File: src/design/ints_pkg.sv
package ints_pkg;

   localparam int TAB_MASK        = 7;
   localparam int SPACE_BITS      = 12;
   localparam int LEVEL_OUT_BITS  = 6;
   localparam int REQ_DATA_BITS   = 8;
   localparam int RSP_DATA_BITS   = 24;
   localparam int CMD_BITS        = 2;
   localparam int STATUS_BITS     = 2;

   localparam logic [7:0] CHAR_SPACE = 8'h20;
   localparam logic [7:0] CHAR_TAB   = 8'h09;
   localparam logic [7:0] CHAR_HASH  = 8'h23;

   typedef enum logic [CMD_BITS-1:0] {
      CMD_BYTE    = 2'd0,
      CMD_EMPTY   = 2'd1,
      CMD_RESTART = 2'd2
   } cmd_type;

   typedef enum logic [STATUS_BITS-1:0] {
      ST_OK     = 2'd0,
      ST_DEEP   = 2'd1,
      ST_DEDENT = 2'd2
   } status_type;

   typedef enum logic [2:0] {
      S_IDLE,
      S_FINISH,
      S_SRCH_RD,
      S_SRCH_CMP,
      S_EMIT
   } state_type;

   typedef struct packed {
      logic accept;
      logic finish_keep;
      logic finish_deep;
      logic push;
      logic srch_start;
      logic srch_read;
      logic srch_step;
      logic srch_done;
      logic emit;
   } ctrl_cmd_type;

   typedef struct packed {
      logic is_empty;
      logic is_line;
      logic skip_line;
      logic col_eq;
      logic col_gt;
      logic too_deep;
      logic srch_stop;
      logic out_free;
   } dp_stat_type;

endpackage

File: src/design/ints_ctrl.sv
module ints_ctrl
   import ints_pkg::*;
(
   input  logic         clock,
   input  logic         reset,
   input  logic         req_tvalid,
   output logic         req_tready,
   input  dp_stat_type  stat,
   output ctrl_cmd_type cmd
);

   state_type state_ff;
   state_type state_in;

   always_ff @(posedge clock) begin
      if (reset) begin
         state_ff <= S_IDLE;
      end else begin
         state_ff <= state_in;
      end
   end

   always_comb begin
      state_in = state_ff;
      case (state_ff)
         S_IDLE: begin
            if (req_tvalid) begin
               if (stat.is_empty) begin
                  state_in = S_EMIT;
               end else if (stat.is_line) begin
                  state_in = S_FINISH;
               end
            end
         end
         S_FINISH: begin
            if (stat.skip_line || stat.col_eq || stat.col_gt) begin
               state_in = S_EMIT;
            end else begin
               state_in = S_SRCH_RD;
            end
         end
         S_SRCH_RD: begin
            state_in = S_SRCH_CMP;
         end
         S_SRCH_CMP: begin
            if (stat.srch_stop) begin
               state_in = S_EMIT;
            end else begin
               state_in = S_SRCH_RD;
            end
         end
         S_EMIT: begin
            if (stat.out_free) begin
               state_in = S_IDLE;
            end
         end
         default: begin
            state_in = S_IDLE;
         end
      endcase
   end

   always_comb begin
      cmd        = '0;
      req_tready = 1'b0;
      case (state_ff)
         S_IDLE: begin
            req_tready = 1'b1;
            cmd.accept = req_tvalid;
         end
         S_FINISH: begin
            if (stat.skip_line || stat.col_eq) begin
               cmd.finish_keep = 1'b1;
            end else if (stat.col_gt) begin
               if (stat.too_deep) begin
                  cmd.finish_deep = 1'b1;
               end else begin
                  cmd.push = 1'b1;
               end
            end else begin
               cmd.srch_start = 1'b1;
            end
         end
         S_SRCH_RD: begin
            cmd.srch_read = 1'b1;
         end
         S_SRCH_CMP: begin
            if (stat.srch_stop) begin
               cmd.srch_done = 1'b1;
            end else begin
               cmd.srch_step = 1'b1;
            end
         end
         S_EMIT: begin
            cmd.emit = stat.out_free;
         end
         default: begin
            cmd = '0;
         end
      endcase
   end

endmodule

File: src/design/ints_dp.sv
module ints_dp
   import ints_pkg::*;
#(
   parameter int MAX_DEPTH   = 50,
   parameter int COLUMN_BITS = 12
)
(
   input  logic                     clock,
   input  logic                     reset,
   input  logic [CMD_BITS-1:0]      req_cmd,
   input  logic [REQ_DATA_BITS-1:0] req_byte,
   input  logic                     req_last,
   input  logic                     rsp_tready,
   output logic                     rsp_tvalid,
   output logic [LEVEL_OUT_BITS-1:0] rsp_level,
   output logic [SPACE_BITS-1:0]    rsp_spaces,
   output logic [STATUS_BITS-1:0]   rsp_status,
   input  ctrl_cmd_type             cmd,
   output dp_stat_type              stat
);

   localparam int LEVEL_BITS = (MAX_DEPTH > 1) ? $clog2(MAX_DEPTH) : 1;
   localparam logic [COLUMN_BITS-1:0] COL_MAX   = {COLUMN_BITS{1'b1}};
   localparam logic [SPACE_BITS-1:0]  SPACE_MAX = {SPACE_BITS{1'b1}};
   localparam logic [LEVEL_BITS-1:0]  TOP_LEVEL = LEVEL_BITS'(MAX_DEPTH - 1);

   logic [COLUMN_BITS-1:0] stack_mem [MAX_DEPTH];

   logic [COLUMN_BITS-1:0] column_ff, column_in;
   logic [SPACE_BITS-1:0]  spaces_ff, spaces_in;
   logic                   lead_ff, lead_in;
   logic                   saw_ff, saw_in;
   logic                   cmt_ff, cmt_in;
   logic [LEVEL_BITS-1:0]  level_ff, level_in;
   logic [COLUMN_BITS-1:0] top_ff, top_in;
   logic [LEVEL_BITS-1:0]  srch_ff, srch_in;
   logic [COLUMN_BITS-1:0] rd_ff;
   logic [LEVEL_BITS-1:0]  res_level_ff, res_level_in;
   logic [SPACE_BITS-1:0]  res_spaces_ff, res_spaces_in;
   status_type             res_status_ff, res_status_in;
   logic                   rsp_valid_ff, rsp_valid_in;
   logic [LEVEL_OUT_BITS-1:0] rsp_level_ff, rsp_level_in;
   logic [SPACE_BITS-1:0]  rsp_spaces_ff, rsp_spaces_in;
   status_type             rsp_status_ff, rsp_status_in;

   logic [COLUMN_BITS-1:0] tab_base;
   logic [COLUMN_BITS-1:0] tab_col;
   logic [COLUMN_BITS-1:0] srch_col;
   logic                   out_free;

   assign tab_base = column_ff | COLUMN_BITS'(TAB_MASK);
   assign tab_col  = (tab_base == COL_MAX) ? COL_MAX : tab_base + 1'b1;
   // Level zero is never written and always sits at column zero.
   assign srch_col = (srch_ff == '0) ? '0 : rd_ff;
   assign out_free = !rsp_valid_ff || rsp_tready;

   assign stat.is_empty  = (req_cmd == CMD_EMPTY);
   assign stat.is_line   = (req_cmd == CMD_BYTE) && req_last;
   assign stat.skip_line = !saw_ff || cmt_ff;
   assign stat.col_eq    = (column_ff == top_ff);
   assign stat.col_gt    = (column_ff > top_ff);
   assign stat.too_deep  = (level_ff >= TOP_LEVEL);
   assign stat.srch_stop = (srch_ff == '0) || (column_ff >= srch_col);
   assign stat.out_free  = out_free;

   always_comb begin
      column_in     = column_ff;
      spaces_in     = spaces_ff;
      lead_in       = lead_ff;
      saw_in        = saw_ff;
      cmt_in        = cmt_ff;
      level_in      = level_ff;
      top_in        = top_ff;
      srch_in       = srch_ff;
      res_level_in  = res_level_ff;
      res_spaces_in = res_spaces_ff;
      res_status_in = res_status_ff;
      rsp_valid_in  = rsp_valid_ff;
      rsp_level_in  = rsp_level_ff;
      rsp_spaces_in = rsp_spaces_ff;
      rsp_status_in = rsp_status_ff;

      if (cmd.accept) begin
         case (req_cmd)
            CMD_RESTART: begin
               level_in = '0;
               top_in   = '0;
            end
            CMD_EMPTY: begin
               column_in     = '0;
               spaces_in     = '0;
               lead_in       = 1'b1;
               saw_in        = 1'b0;
               cmt_in        = 1'b0;
               res_level_in  = level_ff;
               res_spaces_in = '0;
               res_status_in = ST_OK;
            end
            CMD_BYTE: begin
               if (lead_ff) begin
                  if (req_byte == CHAR_SPACE) begin
                     if (column_ff != COL_MAX) begin
                        column_in = column_ff + 1'b1;
                     end
                     if (spaces_ff != SPACE_MAX) begin
                        spaces_in = spaces_ff + 1'b1;
                     end
                  end else if (req_byte == CHAR_TAB) begin
                     column_in = tab_col;
                     if (spaces_ff != SPACE_MAX) begin
                        spaces_in = spaces_ff + 1'b1;
                     end
                  end else begin
                     lead_in = 1'b0;
                     saw_in  = 1'b1;
                     cmt_in  = (req_byte == CHAR_HASH);
                  end
               end
            end
            default: begin
            end
         endcase
      end

      if (cmd.finish_keep || cmd.finish_deep) begin
         res_level_in  = level_ff;
         res_spaces_in = spaces_ff;
         res_status_in = cmd.finish_deep ? ST_DEEP : ST_OK;
      end

      if (cmd.push) begin
         level_in      = level_ff + 1'b1;
         top_in        = column_ff;
         res_level_in  = level_ff + 1'b1;
         res_spaces_in = spaces_ff;
         res_status_in = ST_OK;
      end

      if (cmd.srch_start) begin
         srch_in = level_ff - 1'b1;
      end

      if (cmd.srch_step) begin
         srch_in = srch_ff - 1'b1;
      end

      if (cmd.srch_done) begin
         level_in      = srch_ff;
         top_in        = srch_col;
         res_level_in  = srch_ff;
         res_spaces_in = spaces_ff;
         res_status_in = (column_ff != srch_col) ? ST_DEDENT : ST_OK;
      end

      if (rsp_tready) begin
         rsp_valid_in = 1'b0;
      end

      if (cmd.emit) begin
         rsp_valid_in  = 1'b1;
         rsp_level_in  = LEVEL_OUT_BITS'(res_level_ff);
         rsp_spaces_in = res_spaces_ff;
         rsp_status_in = res_status_ff;
         column_in     = '0;
         spaces_in     = '0;
         lead_in       = 1'b1;
         saw_in        = 1'b0;
         cmt_in        = 1'b0;
      end
   end

   always_ff @(posedge clock) begin
      if (reset) begin
         column_ff    <= '0;
         spaces_ff    <= '0;
         lead_ff      <= 1'b1;
         saw_ff       <= 1'b0;
         cmt_ff       <= 1'b0;
         level_ff     <= '0;
         top_ff       <= '0;
         rsp_valid_ff <= 1'b0;
      end else begin
         column_ff    <= column_in;
         spaces_ff    <= spaces_in;
         lead_ff      <= lead_in;
         saw_ff       <= saw_in;
         cmt_ff       <= cmt_in;
         level_ff     <= level_in;
         top_ff       <= top_in;
         rsp_valid_ff <= rsp_valid_in;
      end
   end

   always_ff @(posedge clock) begin
      srch_ff       <= srch_in;
      res_level_ff  <= res_level_in;
      res_spaces_ff <= res_spaces_in;
      res_status_ff <= res_status_in;
      rsp_level_ff  <= rsp_level_in;
      rsp_spaces_ff <= rsp_spaces_in;
      rsp_status_ff <= rsp_status_in;
   end

   always_ff @(posedge clock) begin
      if (cmd.push) begin
         stack_mem[level_ff + 1'b1] <= column_ff;
      end
      if (cmd.srch_read) begin
         rd_ff <= stack_mem[srch_ff];
      end
   end

   assign rsp_tvalid = rsp_valid_ff;
   assign rsp_level  = rsp_level_ff;
   assign rsp_spaces = rsp_spaces_ff;
   assign rsp_status = rsp_status_ff;

   a_level_range: assert property (@(posedge clock) disable iff (reset)
      level_ff <= TOP_LEVEL)
      else $error("Nesting level beyond the stack.");

   a_emit_free: assert property (@(posedge clock) disable iff (reset)
      cmd.emit |-> out_free)
      else $error("Result written over a waiting word.");

   a_push_top: assert property (@(posedge clock) disable iff (reset)
      cmd.push |=> (top_ff == $past(column_ff)) && (level_ff == $past(level_ff) + 1'b1))
      else $error("Push did not move the top of the stack.");

   a_srch_below: assert property (@(posedge clock) disable iff (reset)
      cmd.srch_read |-> (srch_ff < level_ff))
      else $error("Dedent search above the current level.");

   a_done_ok: assert property (@(posedge clock) disable iff (reset)
      cmd.srch_done && (column_ff == srch_col) |=> top_ff == $past(column_ff))
      else $error("Matched dedent left a wrong top column.");

endmodule

File: src/design/indent_nesting_tracker_core.sv
// Channel  Direction  tdata                          tuser          tlast
// req      in         [7:0] text_byte                [1:0] command  line_end
// rsp      out        [5:0] level, [17:6] spaces     [1:0] status   none
//
// A byte that does not end a line, a restart or an unused command is taken in the idle state.
// A finished line passes the finish step, then on a dedent the search, which reads the indent
// stack memory one level at a time through its registered port, then the emit step. An empty
// line goes straight to the emit step. Reset is synchronous and clears the level to zero.
// The result register lets input flow while a word waits; a new result waits for rsp_tready.
module indent_nesting_tracker_core
   import ints_pkg::*;
#(
   parameter int MAX_DEPTH   = 50,
   parameter int COLUMN_BITS = 12
)
(
   input  logic                     clock,
   input  logic                     reset,
   input  logic                     req_tvalid,
   output logic                     req_tready,
   input  logic [REQ_DATA_BITS-1:0] req_tdata,  // text_byte
   input  logic [CMD_BITS-1:0]      req_tuser,  // command
   input  logic                     req_tlast,
   output logic                     rsp_tvalid,
   input  logic                     rsp_tready,
   output logic [RSP_DATA_BITS-1:0] rsp_tdata,  // level, leading_spaces, zero fill
   output logic [STATUS_BITS-1:0]   rsp_tuser   // status
);

   ctrl_cmd_type cmd;
   dp_stat_type  stat;

   logic [LEVEL_OUT_BITS-1:0] rsp_level;
   logic [SPACE_BITS-1:0]     rsp_spaces;

   ints_ctrl u_ctrl (
      .clock      (clock),
      .reset      (reset),
      .req_tvalid (req_tvalid),
      .req_tready (req_tready),
      .stat       (stat),
      .cmd        (cmd)
   );

   ints_dp #(
      .MAX_DEPTH   (MAX_DEPTH),
      .COLUMN_BITS (COLUMN_BITS)
   ) u_dp (
      .clock      (clock),
      .reset      (reset),
      .req_cmd    (req_tuser),
      .req_byte   (req_tdata),
      .req_last   (req_tlast),
      .rsp_tready (rsp_tready),
      .rsp_tvalid (rsp_tvalid),
      .rsp_level  (rsp_level),
      .rsp_spaces (rsp_spaces),
      .rsp_status (rsp_tuser),
      .cmd        (cmd),
      .stat       (stat)
   );

   assign rsp_tdata = {{(RSP_DATA_BITS - SPACE_BITS - LEVEL_OUT_BITS){1'b0}},
                       rsp_spaces, rsp_level};

endmodule

File: config.mk
export PLATFORM = sky130hd
export DESIGN_NAME = indent_nesting_tracker_core
export DESIGN_NICKNAME = d
export VERILOG_FILES = /design/src/design/ints_pkg.sv /design/src/design/ints_ctrl.sv /design/src/design/ints_dp.sv /design/src/design/indent_nesting_tracker_core.sv
export SDC_FILE = /design/constraint.sdc
export NUM_CORES = 1
export LEC_CHECK = 0
export BUFFER_PORTS_ARGS = -buffer_cell sky130_fd_sc_hd__clkbuf_2
export CORE_ASPECT_RATIO = 0.75
export CORE_MARGIN = 8
export CORE_UTILIZATION = 55
export CTS_BUF_LIST = sky130_fd_sc_hd__clkbuf_4 sky130_fd_sc_hd__clkbuf_8
export CTS_CLUSTER_DIAMETER = 80
export DETAILED_ROUTE_END_ITERATION = 7
export PLACE_DENSITY = 0.71
export RECOVER_POWER = 100
export SYNTH_ARGS = -nofsm -noshare
export SYNTH_HDL_FRONTEND = slang
export SYNTH_SLANG_ARGS = --single-unit
File: constraint.sdc
create_clock -name clock -period 5.95 [get_ports clock]
set_input_delay 0 -clock clock [delete_from_list [all_inputs] [get_ports clock]]
set_output_delay 0 -clock clock [all_outputs]
set_load 0.05 [all_outputs]
Word level (Yosys, flattened, before mapping)
Memory sizes are Yosys's and may differ from the RTL's. A register that Yosys moved wholly into a read port is not among the register bits. Cells that the tools add are included.

Add/subtract/negate cells: 6. Multipliers: 0. Divide/modulo/power cells: 0. Order comparisons: 3. Eq/ne operators: 22. Shift-type cells: 0. Multiplexer cells: 76. Bitwise gates (word level): 0. Reductions and logical operators: 27.

Operators by type and width (count): $mux 12 (19); $mux 6 (11); $pmux 12 s2 (2); $add 12x1->12 const B (3); $mux 1 (24); $ne 12x12->1 const B (2); $mux 3 (7); $eq 8x6->1 const B (2); $mux 2 (8); $pmux 3 s5 (1); $eq 12x12->1 (1); $ge 12x12->1 (1); $gt 12x12->1 (1); $ne 12x12->1 (1); $sub 6x1->6 const B (2); $reduce_and 5->1 (2); $eq 9x9->1 const B (1); $ne 3x3->1 const B (3); $eq 8x4->1 const B (1); $reduce_bool 4->1 (2); $add 6x1->6 const B (1); $eq 3x2->1 const B (2); $ge 6x6->1 const B (1); $logic_not 6->1 (1); 19 further kinds (35).

Flip-flop bits (word level): 95. Latch bits: 0. Memory bits (writable): 600. Memory bits (read-only): 0. Bits of input ports: 15. Output and inout port bits: 28. Logic and storage cells: 151. Memories: 1.

Memories: u_dp.stack_mem (depth 50, width 12, rd ports 1, clocked after memory_dff 1, wr ports 1, RTL line ints_dp.sv:27) `logic [COLUMN_BITS-1:0] stack_mem [MAX_DEPTH];`.

Logic depth before layout (Yosys ltp)
Word-level depth: 9. Depth in mapped cells: 18. Gate-level depth less buffers: 15.

Hierarchy
From an unflattened synthesis, not the netlist that was laid out.

Cells, all modules: 1583. Area total of the unflattened synthesis: 28786.4 µm².

Modules (own cells, without submodules): ints_dp (instances 1, cells each 1541, area each 28452.3 µm², seq. area each 20679.8 µm²); ints_ctrl (instances 1, cells each 35, area each 285.3 µm², seq. area each 60.1 µm²); indent_nesting_tracker_core (instances 1, cells each 7, area each 48.8 µm², seq. area each 0.0 µm²).

Worst setup path before layout
OpenSTA, ideal clock, no wires.

Path type: reg2reg. From: reg u_dp.column_ff[10]. To: mem u_dp.stack_mem[48][0], enable pin. Library setup time: 0.412 ns. Data arrival time: 3.915 ns. Required time: 5.538 ns. Slack: 1.623 ns. Stages on the path, launching flop included: 10. Buffers on the path: 1. Period minus slack after synthesis: 4.327 ns. Path through: dfxtp_1 ha_1 nand4_1 nor3_1 nor4b_1 o21ai_1 nor2_1 buf_2 nand2_1 nor4_1.

Longest elaborated chain between the ends: 6. Elaborated cells on any way between the ends: 8. Those cells by class: order compare: 1; eq/ne: 1; mux: 5; reduce/logical: 1.

Ends and longest elaborated chain: start, declared (RTL line ints_dp.sv:29) `logic [COLUMN_BITS-1:0] column_ff, column_in;`; start signal, assigned (RTL line ints_dp.sv:183) `column_ff <= column_in;`; $gt 12x12->1 or $eq 12x12->1 (tied branches) (RTL line ints_dp.sv:61, ints_dp.sv:60); $mux 2 or $logic_or 1x1->1 (tied branches) (RTL line ints_ctrl.sv:74, ints_ctrl.sv:72); $mux 3 (*) (RTL line ints_ctrl.sv:72) `if (stat.skip_line || stat.col_eq) begin`; $mux 4 (*) (RTL line ints_ctrl.sv:66) `case (state_ff)`; $mux 1 (*) (RTL line ints_dp.sv:205) `if (cmd.push) begin`; $mux 1 (implied by the code) (*) (RTL line ints_dp.sv:206) `stack_mem[level_ff + 1'b1] <= column_ff;`; end, declared (RTL line ints_dp.sv:27).

Mark *: on every way between the ends. The rest lies on a longest branch, timed or not.

Worst setup path after layout
From: reg u_dp.srch_ff[1]. To: reg u_ctrl.state_ff[2].

Longest elaborated chain between the ends: 6.

Ends and longest elaborated chain: start, declared (RTL line ints_dp.sv:36) `logic [LEVEL_BITS-1:0] srch_ff, srch_in;`; start signal, assigned (RTL line ints_dp.sv:195) `srch_ff <= srch_in;`; $logic_not 6->1 (*) (RTL line ints_dp.sv:54, ints_dp.sv:63); $mux 12 (RTL line ints_dp.sv:54) `assign srch_col = (srch_ff == '0) ? '0 : rd_ff;`; $ge 12x12->1 (RTL line ints_dp.sv:63) `assign stat.srch_stop = (srch_ff == '0) || (column_ff >= srch_col);`; $logic_or 1x1->1 (*) (RTL line ints_dp.sv:63); $mux 3 (*) (RTL line ints_ctrl.sv:46) `if (stat.srch_stop) begin`; $pmux 3 s5 (*) (RTL line ints_ctrl.sv:25) `case (state_ff)`; end signal, assigned (RTL line ints_ctrl.sv:19) `state_ff <= state_in;`; end, declared (RTL line ints_ctrl.sv:12) `state_type state_ff;`.

Marks and branches as above. A chain may end at the register's enable or synchronous reset.

==> results.md <==
- Vertical die dimension: between 200 and 250 um
- Initial antenna violation count: 0
- Maximum achievable frequency: 192 MHz
- Tcrit/Tclk final: 0.875
- Root buffer cell: clkbuf_8
- Number of placement rows: 72
- Total number of clock tree sinks: roughly 710
- Static Leak: 10.2 nW
- Max-cap violation count: 4
- Final routed wire length divided by cell count: 26.0 um
- Prevailing post-synth register cell: edfxtp_1
- Number of diodes: 0
- Storage cell area: around 21000 um2
- Minimum clock period: 5.21 ns
- Final Hold Fails: 0
- Die area: 59300 um2
- Effective utilization at floorplan: 0.554
- Relative slew slack: -0.686
- Violated checks: max-capacitance violations, max-slew violations
- Final setup skew: 0.0220 ns
- Latest clock arrival within the worst-skew pair: slightly below 0.7 ns
- Hold_ws: 0.113 ns
- Slack of the critical path: 0.741 ns
- Slowest cell delay on critical path: 0.66 ns
- Sequential fraction of the synthesis area: 0.730
- Result of the run: complete, but fails checks
- EDFF count, synth: 658
- Final core occ: 0.616
- Yosys warnings: 0
- Number of global-route vias before repair: between 10k and 15k
- Ys async rst share: 0
- Data required time of the worst path: 6.51 ns
- PD cells: 290 nW/um2
- Max-slew violation count: 144
- Total gr overflow: 0
- Net count, final: 1685
- Gpl congestion: 0.887
- Pin count of the biggest net entering global routing: between 100 and 150
- Setup Viol. Count Final: 0
- Setup repair after global routing missed its margin: no
- Kind of critical path: reg -> reg
- Detailed-route DRC error count: 0
- Count of buffers from port buffering: 36
- Number of buffers created by CTS: 101
- Via Count: 14.8k
- Worst vdd ir: 172 uV
- Worst-Margin Slew: around 2.5 ns
- Synthesis-to-layout area growth: 11.1%
- Routed via count divided by cell count: 6.20
- Reg clk slew, reported paths: 0.06 ns
- Post-synth cell types: 57
- Count of filler cells inserted in the layout: between 3k and 4k
- Top-Level Pins: 43
- Detail Route Antenna Nets: 0
- Synth Area per Inst: 19.2 um2
- Slowest stage cell on the critical path: or4_1
- Total track usage: 0.210
- Area occupied by multi-input gates: 7230 um2
- Worst Path Arrival: around 5.8 ns
- Half-perimeter wire length after placement: 36000 um
- DIE WIDTH: 278 um
- Detailed-routing iteration count for the pre-antenna-repair pass: 6
- Number of flip-flops and latches in the synthesized netlist: between 700 and 800
- CTS H-Tree Depth: 3
- Wire length of the first global-routing pass: a little over 90000 um
- Type of element capturing the critical path: flop
- Routed Wire Length: 61900 um
- Placeable core region: 51300 um2
- Fraction of final layout cells sized beyond drive strength 1: 0.227
- Worst setup slack before clock tree synthesis: approximately 1.2 ns
- TritonCTS clock tree: yes
- Initial DRC Count: 1584
- Synthesized netlist cell count: 1482
- Summed instance area of the synthesized netlist: between 20000 and 30000 um2
- Total Negative Setup Slacks: 0 ns
- Clock buffer depth: 3
- CP Max Fanout: 13
- Cells along the critical path: or3_1 -> or4_1 -> nand2_1 -> ha_1 -> a21o_1 -> a21o_1 -> a211oi_1 -> nor4b_1 -> a221oi_1 -> clkbuf_1 -> a21oi_1 -> dlygate4sd3_1 -> a21oi_1 -> dlygate4sd3_1
- Hold WC Path Type: in -> reg
- Launching element type of the critical path: flop
-- report_power, final --
group / internal (mW) / switching, mW
clock: 1.92 / 1.78
combinational: 0.0218 / 0.0656
sequential: 5.37 / 0.00429
-- critical path: cells and delay by family, from the launching register on --
family,cells,cell delay (ns)
flops,1,0.43
compound gates,6,1.09
buf+inv,3,1.45
simple gates,4,1.86
fa+ha+maj,1,0.26
-- layout by cell type (no fill, tap or decap), types with 15 or more instances in the layout --
cell,count
a211oi_1,33
a21oi_1,43
buf_4,15
clkbuf_1,77
clkbuf_2,15
clkbuf_4,30
clkbuf_8,106
clkinv_1,27
dfxtp_1,49
dlygate4sd3_1,21
edfxtp_1,658
ha_1,32
inv_1,24
mux2i_1,16
mux4_2,180
nand2_1,46
nand3_1,17
nand4_1,18
nor2_1,87
nor2b_1,19
nor3_1,15
o21ai_0,18
-- per-layer routing --
layer / vias to the layer above / wire length, um / share of wire / track usage
met5: - / 0 / 0 / 0
met4: 0 / 1180 / 0.019 / 0.0496
met2: 662 / 27100 / 0.44 / 0.303
met1: 7638 / 27700 / 0.45 / 0.318
li1: 6370 / - / - / -
met3: 95 / 5940 / 0.096 / 0.0607
-- layout make-up --
type | instances | share of cell area
sequential | 707 | 0.657
multi-input combinational | 674 | 0.229
inverter | 24 | 0.00285
tap | 666 | 0.0264
timing repair buffer | 130 | 0.0230
clock buffer | 136 | 0.0534
clock inverter | 44 | 0.00809
-- path summary, 6_finish.rpt --
path                                             from                 end  cells after the start  slack [ns]
worst max-delay path                  u_dp.srch_ff[1]  u_ctrl.state_ff[2]                     14        0.74
worst min-delay path                     req_tdata[3]         u_dp.saw_ff                      6        0.11
worst max register to register        u_dp.srch_ff[1]  u_ctrl.state_ff[2]                     14        0.74
worst min register to register  u_dp.res_status_ff[0]  u_dp.rsp_status[0]                      0        0.42
-- registers in the layout, indices dropped and copies added (netlist names), 2 cells and up --
| name | cells |
|---|---|
| u_dp.res_status_ff | 2 |
| u_dp.rsp_level | 6 |
| u_dp.stack_mem | 600 |
| u_dp.rsp_spaces | 12 |
| u_dp.res_spaces_ff | 12 |
| u_dp.srch_ff | 6 |
| u_dp.spaces_ff | 12 |
| u_dp.top_ff | 12 |
| u_dp.res_level_ff | 6 |
| u_dp.column_ff | 12 |
| u_ctrl.state_ff | 3 |
| u_dp.rd_ff | 12 |
| u_dp.rsp_status | 2 |
| u_dp.level_ff | 6 |
-- cells by family (layout without fill, tap and decap cells) --
group                      count (synthesis)  after routing  synth area share
DFF                                      707            707             0.730
and+or+nand+nor                          264            264            0.0467
muxes                                    208            208             0.153
AOI/OAI and AO/OA                        142            142            0.0337
buffers and inverters                    106            334            0.0156
adders and majority gates                 32             32            0.0141
xor gates and xnor gates                  22             22           0.00678
other                                      1              6          0.000132
-- synthesized netlist by cell type, types with 3 or more instances --
| cell | number | area, um2 |
|---|---|---|
| nor3_1 | 15 | 75.1 |
| nand2_1 | 46 | 173 |
| nand3_1 | 17 | 85.1 |
| nor2b_1 | 19 | 119 |
| nor2_1 | 87 | 327 |
| dfxtp_1 | 49 | 981 |
| a21o_1 | 5 | 37.5 |
| buf_1 | 8 | 30.0 |
| a221oi_1 | 13 | 114 |
| buf_2 | 18 | 90.1 |
| clkbuf_1 | 50 | 188 |
| o211ai_1 | 3 | 22.5 |
| or2_2 | 5 | 31.3 |
| xnor2_1 | 12 | 105 |
| o21ai_0 | 17 | 85.1 |
| mux4_2 | 180 | 4050 |
| and2_1 | 15 | 93.8 |
| buf_4 | 6 | 45.0 |
| a311oi_1 | 4 | 35.0 |
| inv_1 | 24 | 90.1 |
| or3_1 | 10 | 62.6 |
| mux2_2 | 12 | 135 |
| xor2_1 | 10 | 87.6 |
| a21oi_1 | 42 | 210 |
| nand4_1 | 18 | 113 |
| a22o_1 | 4 | 35.0 |
| a31oi_1 | 7 | 43.8 |
| and3_1 | 6 | 37.5 |
| mux2i_1 | 16 | 160 |
| nand3b_1 | 4 | 30.0 |
| edfxtp_1 | 658 | 19800 |
| a211oi_1 | 33 | 248 |
| nor4_1 | 6 | 37.5 |
| ha_1 | 32 | 400 |
| nand2b_1 | 3 | 18.8 |
-- stage by stage --
| stage | total power, mW | cells | instance area [um2] |
|---|---|---|---|
| detailed placement | 5.56 | 2180 | 29700 |
| CTS | 9.23 | 2381 | 31800 |
| global route | 9.44 | 2381 | 31600 |
| finish | 9.16 | 2381 | 31600 |
| global placement | 5.56 | 2180 | 29700 |
| floorplan | 5.54 | 1487 | 28400 |
-- timing repair --
item,in CTS,in global routing
hold buffers,21,0
hold endpoints to repair,57,0
buffers inserted,0,0
resized for setup,0,0
(Power assumes the default switching activity.)
